$ cat src/rtl/ptq_pkg.sv
// Types, constants and the service-order compare shared by the priority task queue.
package ptq_pkg;

  localparam int QueueDepth = 16;
  localparam int CountW     = $clog2(QueueDepth + 1);

  localparam logic       KindInsert   = 1'b0;
  localparam logic       KindPop      = 1'b1;
  localparam logic [1:0] StatInserted = 2'd0;
  localparam logic [1:0] StatFull     = 2'd1;
  localparam logic [1:0] StatPopped   = 2'd2;
  localparam logic [1:0] StatEmpty    = 2'd3;

  typedef struct packed {
    logic [7:0]  tag;
    logic [7:0]  prio;
    logic [31:0] time_val;
  } entry_t;

  typedef struct packed {
    logic        kind;
    logic [7:0]  task_tag;
    logic [7:0]  task_priority;
    logic [31:0] task_time;
  } req_t;

  typedef struct packed {
    logic [1:0]        status;
    logic [7:0]        out_tag;
    logic [7:0]        out_priority;
    logic [31:0]       out_time;
    logic [CountW-1:0] entry_count;
    logic              head_valid;
    logic [7:0]        head_tag;
    logic [7:0]        head_priority;
  } res_t;

  // Broadcast from the control to every cell of the chain.
  typedef struct packed {
    logic   ins_en;
    logic   pop_en;
    entry_t fresh;
  } cell_cmd_t;

  // True when candidate a is served strictly before held entry b.
  function automatic logic goes_before(entry_t a, entry_t b);
    logic res;
    if (a.prio != b.prio) begin
      res = a.prio > b.prio;
    end else begin
      res = a.time_val < b.time_val;
    end
    return res;
  endfunction

endpackage

$ cat src/rtl/priority_task_queue.sv
// Top level of the priority task queue: control, count and the row of cells.
//
// Usage: drive req_i and raise start; the transaction is taken at a rising
// edge where start is high and busy is low. busy stays low, so a new
// insert or pop may be issued every cycle.
// An insert places the task in service order (priority high first, then
// earlier time, then insertion order); a pop removes the head task.
// Each transaction yields one result on res_o, marked by done_o for exactly
// one cycle, the cycle after the transaction is taken (throughput 1
// transaction per cycle). All slots compare against the new task in parallel
// and shift by one position in the same cycle.
// Insert into a full queue reports the full status and changes nothing; pop
// from an empty queue reports the empty status. Popped fields are zero when
// nothing is popped, head fields are zero when the queue is empty.
// Reset empties the queue and clears done_o; slot contents are not cleared.
// The receiver cannot stall, so a result must be captured when done_o is high.
module priority_task_queue (
  input  logic           clk_i,
  input  logic           rst_ni,
  input  logic           start,
  output logic           busy,
  input  ptq_pkg::req_t  req_i,
  output logic           done_o,
  output ptq_pkg::res_t  res_o
);

  localparam int Depth = ptq_pkg::QueueDepth;
  localparam int CW    = ptq_pkg::CountW;

  logic [CW-1:0]      count_q, count_d;
  logic               done_q;
  ptq_pkg::res_t      res_q, res_d;
  ptq_pkg::cell_cmd_t cmd;
  ptq_pkg::entry_t    entries [Depth];
  logic [Depth-1:0]   flags;
  logic               accept, full, empty;

  assign busy   = 1'b0;
  assign accept = start && !busy;
  assign full   = count_q == CW'(Depth);
  assign empty  = count_q == '0;

  always_comb begin
    cmd.fresh.tag      = req_i.task_tag;
    cmd.fresh.prio     = req_i.task_priority;
    cmd.fresh.time_val = req_i.task_time;
    cmd.ins_en         = accept && (req_i.kind == ptq_pkg::KindInsert) && !full;
    cmd.pop_en         = accept && (req_i.kind == ptq_pkg::KindPop) && !empty;
  end

  for (genvar i = 0; i < Depth; i++) begin : g_cell
    logic            left_flag;
    ptq_pkg::entry_t left_entry, right_entry;
    if (i == 0) begin : g_first
      assign left_flag  = 1'b0;
      assign left_entry = cmd.fresh;
    end else begin : g_mid
      assign left_flag  = flags[i-1];
      assign left_entry = entries[i-1];
    end
    if (i == Depth - 1) begin : g_last
      assign right_entry = entries[i];
    end else begin : g_body
      assign right_entry = entries[i+1];
    end
    ptq_cell u_cell (
      .clk_i         (clk_i),
      .cmd_i         (cmd),
      .occ_i         (CW'(i) < count_q),
      .left_flag_i   (left_flag),
      .left_entry_i  (left_entry),
      .right_entry_i (right_entry),
      .flag_o        (flags[i]),
      .entry_o       (entries[i])
    );
  end

  always_comb begin
    ptq_pkg::entry_t head;
    count_d = count_q;
    res_d   = '0;
    head    = entries[0];
    if (req_i.kind == ptq_pkg::KindInsert) begin
      if (full) begin
        res_d.status = ptq_pkg::StatFull;
      end else begin
        res_d.status = ptq_pkg::StatInserted;
        count_d      = count_q + CW'(1);
        if (flags[0]) begin
          head = cmd.fresh;
        end
      end
    end else begin
      if (empty) begin
        res_d.status = ptq_pkg::StatEmpty;
      end else begin
        res_d.status       = ptq_pkg::StatPopped;
        res_d.out_tag      = entries[0].tag;
        res_d.out_priority = entries[0].prio;
        res_d.out_time     = entries[0].time_val;
        count_d            = count_q - CW'(1);
        head               = entries[1];
      end
    end
    res_d.entry_count = count_d;
    if (count_d != '0) begin
      res_d.head_valid    = 1'b1;
      res_d.head_tag      = head.tag;
      res_d.head_priority = head.prio;
    end
  end

  always_ff @(posedge clk_i or negedge rst_ni) begin
    if (!rst_ni) begin
      count_q <= '0;
      done_q  <= 1'b0;
    end else begin
      done_q <= accept;
      if (accept) begin
        count_q <= count_d;
      end
    end
  end

  always_ff @(posedge clk_i) begin
    if (accept) begin
      res_q <= res_d;
    end
  end

  assign done_o = done_q;
  assign res_o  = res_q;

endmodule

$ cat src/rtl/ptq_cell.sv
// One slot of the sorted shift-register queue.
module ptq_cell (
  input  logic              clk_i,
  input  ptq_pkg::cell_cmd_t cmd_i,
  input  logic              occ_i,
  input  logic              left_flag_i,
  input  ptq_pkg::entry_t   left_entry_i,
  input  ptq_pkg::entry_t   right_entry_i,
  output logic              flag_o,
  output ptq_pkg::entry_t   entry_o
);

  ptq_pkg::entry_t entry_q, entry_d;

  // An empty slot always accepts, so the flags form one step along the chain.
  assign flag_o = !occ_i || ptq_pkg::goes_before(cmd_i.fresh, entry_q);

  always_comb begin
    entry_d = entry_q;
    if (cmd_i.ins_en && flag_o) begin
      entry_d = left_flag_i ? left_entry_i : cmd_i.fresh;
    end else if (cmd_i.pop_en) begin
      entry_d = right_entry_i;
    end
  end

  always_ff @(posedge clk_i) begin
    entry_q <= entry_d;
  end

  assign entry_o = entry_q;

endmodule

$ cat config.mk
export PLATFORM = sky130hd
export DESIGN_NAME = priority_task_queue
export DESIGN_NICKNAME = d
export VERILOG_FILES = /design/src/rtl/ptq_pkg.sv /design/src/rtl/priority_task_queue.sv /design/src/rtl/ptq_cell.sv
export SDC_FILE = /design/constraint.sdc
export NUM_CORES = 2
export LEC_CHECK = 0
export BUFFER_PORTS_ARGS = -buffer_cell sky130_fd_sc_hd__buf_2
export CELL_PAD_IN_SITES_DETAIL_PLACEMENT = 1
export CELL_PAD_IN_SITES_GLOBAL_PLACEMENT = 2
export CORE_MARGIN = 2
export CORE_UTILIZATION = 46
export CTS_BUF_LIST = sky130_fd_sc_hd__clkbuf_8
export DETAILED_ROUTE_END_ITERATION = 8
export PLACE_DENSITY = 0.9
export REMOVE_ABC_BUFFERS = 1
export SYNTH_ARGS = -nofsm -noshare
export SYNTH_HDL_FRONTEND = slang
export SYNTH_HIERARCHICAL = 1
export SYNTH_SLANG_ARGS = --single-unit
export TNS_END_PERCENT = 50
$ cat constraint.sdc
create_clock -name clk_i -period 5.1 [get_ports clk_i]
set_input_delay 0.765 -clock clk_i [delete_from_list [all_inputs] [get_ports clk_i]]
set_output_delay 0.765 -clock clk_i [all_outputs]
set_load 0.01 [all_outputs]
==> parameters.txt <==
Parameter                              Value

Outcome
  Run status    completed

Synth
  Post-Synth XOR/XNOR Area    less than 1%
  Number of distinct library cells after synthesis    between 60 and 70
  Post-Synth Adder-Cell Area    12.2%
  Complex-gate fraction of the synthesized area    roughly 8.3%
  Biggest area contributors in the synthesized netlist    sky130_fd_sc_hd__edfxtp_1 39%, sky130_fd_sc_hd__mux2_2 24%, sky130_fd_sc_hd__ha_1 12%, sky130_fd_sc_hd__inv_1 3.8%, sky130_fd_sc_hd__mux2_4 3.2%
  Ys async rst share    0.709%
  Share of the synthesized area in the top cell type    between 30% and 40%
  Post-Synthesis Cell Area    between 60000 and 70000 um2
  Average cell area after synthesis    12.2 um2
  Seq/Total Area, Yosys    around two fifths
  Number of standard cells after synthesis    around 5300
  EDFF count, synth    840
  Synth Warn #    6
  Synthesized-area fraction occupied by and/or/nand/nor cells    6.41%
  Dominant combinational cell family by area after synthesis    multiplexers
  Flop and latch count out of synthesis    846
  Most frequently used flop master after synthesis    sky130_fd_sc_hd__edfxtp_1
  Mux contribution to synthesized area    27.3%
  Biggest area consumer among synthesized cells    sky130_fd_sc_hd__edfxtp_1

CTS
  Clock root buffer    sky130_fd_sc_hd__clkbuf_8
  Number of gates given a new drive strength after cts    0
  Clock buffers created by TritonCTS    approximately 160
  Count of clock tree sinks    about 850
  Worst-case clock buffer depth    3
  H-tree depth    4
  Clock latency on the worst-skew pair    ~0.90 ns
  Clock tree from TritonCTS    yes
  Post CTS Setup Buffer Count    0
  Register clock-pin slew on the reported worst setup and hold paths    approximately 0.060 ns

STA
  Fin Clk Skew    0.0372 ns
  Pin slew with the least headroom to its limit    ~1.2 ns
  Setup repair after global routing missed its margin    no
  Final count of pins violating max slew    0
  Hold slack    0.272 ns
  Tcrit/Tclk final    roughly 80%
  Final setup slack of the worst path    1.07 ns
  Final setup viols    0
  Timing-limited maximum frequency    about 250 MHz
  Final hold viol count    0
  Worst slew margin    16.1%
  Period minus WS final    roughly 4.0 ns

Pwr
  IR drop worst, VDD    0.000343 V
  Share of power burned in registers    roughly a third
  Net Sw Frac    ~37%
  Tot Pwr    36.9 mW
  Switching power total    approximately 14 mW
  Part of the power in combinational logic    roughly half
  Share of power burned in the clock network    ~16%
  Static leakage    between 20 and 30 nW
  PD cells    around 530 nW/um2
  Power Internal    approximately 23 mW

Global routing
  Maximum number of pins on one net before global-route repair    70
  Overall track demand over capacity in global routing    between 20% and 30%
  Total congestion overflow    0
  Vias in the first global route    roughly 47000
  First-pass GRT wire length    around 270 mm
  Initial antenna violation count    2

Drt
  DRC violations left    0
  Via count    around 44000
  Iteration-0 DRC count of the detailed router    2616
  Routed Wire Length    173 mm
  Routed via count divided by cell count    about 5.8
  Drt pass-1 iters    5
  Post-DRT Antenna Nets    0
  WL per Instance    ~23 um

Flow run
  Number of maximum-capacitance constraint violations    0

Setup path
  Critical Path End Type    register
  Data required time of the critical path    5.72 ns
  CP Data Arrival Time    roughly 4.7 ns
  CP startpoint kind    register
  Highest cell delay on the worst timing path    0.95 ns
  Highest fanout seen on the critical path    32
  Cell breakdown of the critical path    inv_1, ha_1, and4_1, nand2_1, a211o_1, nor4_1, o22a_2, buf_4, mux2_2, mux2_4
  Worst path slowest cell    sky130_fd_sc_hd__nor4_1
  Worst-case reg-to-reg path depth    10
  Crit Path Category    reg -> reg

Floorplan
  Io pins    approximately 130
  Height of the die    approximately 380 um
  Overall die area    142000 um2
  Die W    around 380 um
  Core box area    about 140000 um2
  Starting utilization of the core area    between 40% and 50%
  Std-Cell Rows    ~140

Min path
  Min-Delay Path Class    in -> async

Finish
  Area grow syn2layout    9.56%
  Most common cell after layout, fill and taps aside    sky130_fd_sc_hd__mux2_2
  Share of layout cells above drive strength 1    between 30% and 40%
  Final-stage net count    6185
  Leading cell types in the layout, fill and taps excluded    1358 x sky130_fd_sc_hd__mux2_2, 840 x sky130_fd_sc_hd__edfxtp_1, 719 x sky130_fd_sc_hd__inv_1, 628 x sky130_fd_sc_hd__ha_1, 174 x sky130_fd_sc_hd__nand3_1
  Summed area of non-filler cells in the final layout    about 70000 um2

Placed design
  Final RePlAce weighted congestion    approximately 0.86
  Half-perimeter wire length after placement    130 mm
  Buffers on Ports    ~120
  Cell area after placement    ~68000 um2
  Placement-stage worst setup slack    0.347 ns
state kept, by name (all words and copies together) (netlist names):
| signal | flops |
|---|---|
| count_q | 5 |
| g_cell.u_cell/entry_o | 768 |
| done_o | 1 |
| res_o | 72 |
area by class of cell:
cell class                      count  area [um2]
Clock buffer                      164        2260
Clock inverter                    114         497
Sequential cell                   846       25400
Timing Repair Buffer              294        2390
Inverter                          652        2450
Tap cell                         1876        2350
Antenna cell                        3        7.51
Fill cell                       14500       68700
Multi-Input combinational cell   3553       35000
cell families after synthesis:
| logic type | Yosys count |
|---|---|
| AO/OA/AOI/OAI | 664 |
| adder cells (fa/ha/maj) | 628 |
| multiplexers | 1510 |
| XOR/XNOR | 3 |
| flip-flops | 846 |
| other | 1 |
| AND/OR/NAND/NOR | 743 |
| buffers and inverters | 882 |
cells in the mapped netlist, types with 16 or more instances:
library cell / number
sky130_fd_sc_hd__nand2b_1: 20
sky130_fd_sc_hd__edfxtp_1: 840
sky130_fd_sc_hd__a211o_1: 16
sky130_fd_sc_hd__a32oi_1: 49
sky130_fd_sc_hd__and4_1: 30
sky130_fd_sc_hd__mux2_4: 135
sky130_fd_sc_hd__o311ai_2: 16
sky130_fd_sc_hd__inv_1: 652
sky130_fd_sc_hd__nand2_1: 117
sky130_fd_sc_hd__ha_1: 628
sky130_fd_sc_hd__buf_1: 20
sky130_fd_sc_hd__a2bb2oi_1: 50
sky130_fd_sc_hd__nand3_1: 174
sky130_fd_sc_hd__and2_1: 50
sky130_fd_sc_hd__clkbuf_1: 121
sky130_fd_sc_hd__o21a_1: 19
sky130_fd_sc_hd__a211oi_1: 46
sky130_fd_sc_hd__nor2_1: 69
sky130_fd_sc_hd__a21oi_1: 152
sky130_fd_sc_hd__a21o_1: 91
sky130_fd_sc_hd__nor4_1: 31
sky130_fd_sc_hd__buf_4: 46
sky130_fd_sc_hd__nand4_1: 113
sky130_fd_sc_hd__mux2i_1: 17
sky130_fd_sc_hd__nor2b_1: 18
sky130_fd_sc_hd__o21bai_1: 20
sky130_fd_sc_hd__mux2_2: 1358
sky130_fd_sc_hd__nor3_1: 66
sky130_fd_sc_hd__o21ai_0: 102
sky130_fd_sc_hd__a2111oi_4: 30
worst paths after layout:
kind | to | from | slack [ns]
setup / recovery | g_cell[4].u_cell/entry_o[46]$_DFFE_PP_ | g_cell[3].u_cell/entry_o[38]$_DFFE_PP_ | 1.07
hold / removal | count_q[2]$_DFFE_PN0P_ | rst_ni | 0.27
setup reg to reg | g_cell[4].u_cell/entry_o[46]$_DFFE_PP_ | g_cell[3].u_cell/entry_o[38]$_DFFE_PP_ | 1.07
hold reg to reg | g_cell[12].u_cell/entry_o[40]$_DFFE_PP_ | g_cell[13].u_cell/entry_o[40]$_DFFE_PP_ | 0.59
max in group asynchronous | done_o$_DFF_PN0_ | rst_ni | 4.62
min in group clk_i | res_o[24]$_SDFFCE_PP0P_ | start | 0.29
layer usage:
metal / track usage, % / share of wire [%]
met1: 31.5 / 46
met4: 7.60 / 2.6
met3: 2.78 / 3.3
met2: 41.0 / 48
met5: 0 / 0
power groups by stage:
stage	Combinational, mW	Sequential, mW	Clock [mW]
final	18.0	12.9	6.03
after global routing	19.6	13.1	6.50
after CTS	18.1	12.9	6.24
after detailed placement	17.9	13.0	0
after global placement	17.0	12.8	0
after floorplan	13.5	12.0	0
metrics by stage:
stage / TNS (ns) / instances / utilization (%)
6_report: 0 / 7502 / 50.6
3_3_place_gp: 0 / 7220 / 48.6
5_1_grt: 0 / 7501 / 50.6
3_5_place_dp: 0 / 7220 / 48.6
4_1_cts: 0 / 7499 / 50.6
2_1_floorplan: -15.50 / 5051 / -
what timing repair did:
action                     4_1_cts  5_1_grt
hold endpoints to repair         6        0
setup endpoints to repair        0        0
hold buffers                     1        0
critical path: cells and delay by family, from the launching register on:
family                     cells  cell delay (ns)
muxes                          2             0.66
DFF                            1             0.40
and+or+nand+nor                3             1.33
adders and majority gates      1             0.29
buffers and inverters          2             0.46
AOI/OAI and AO/OA              2             0.62
No activity file was read; power rests on OpenSTA's default activity.
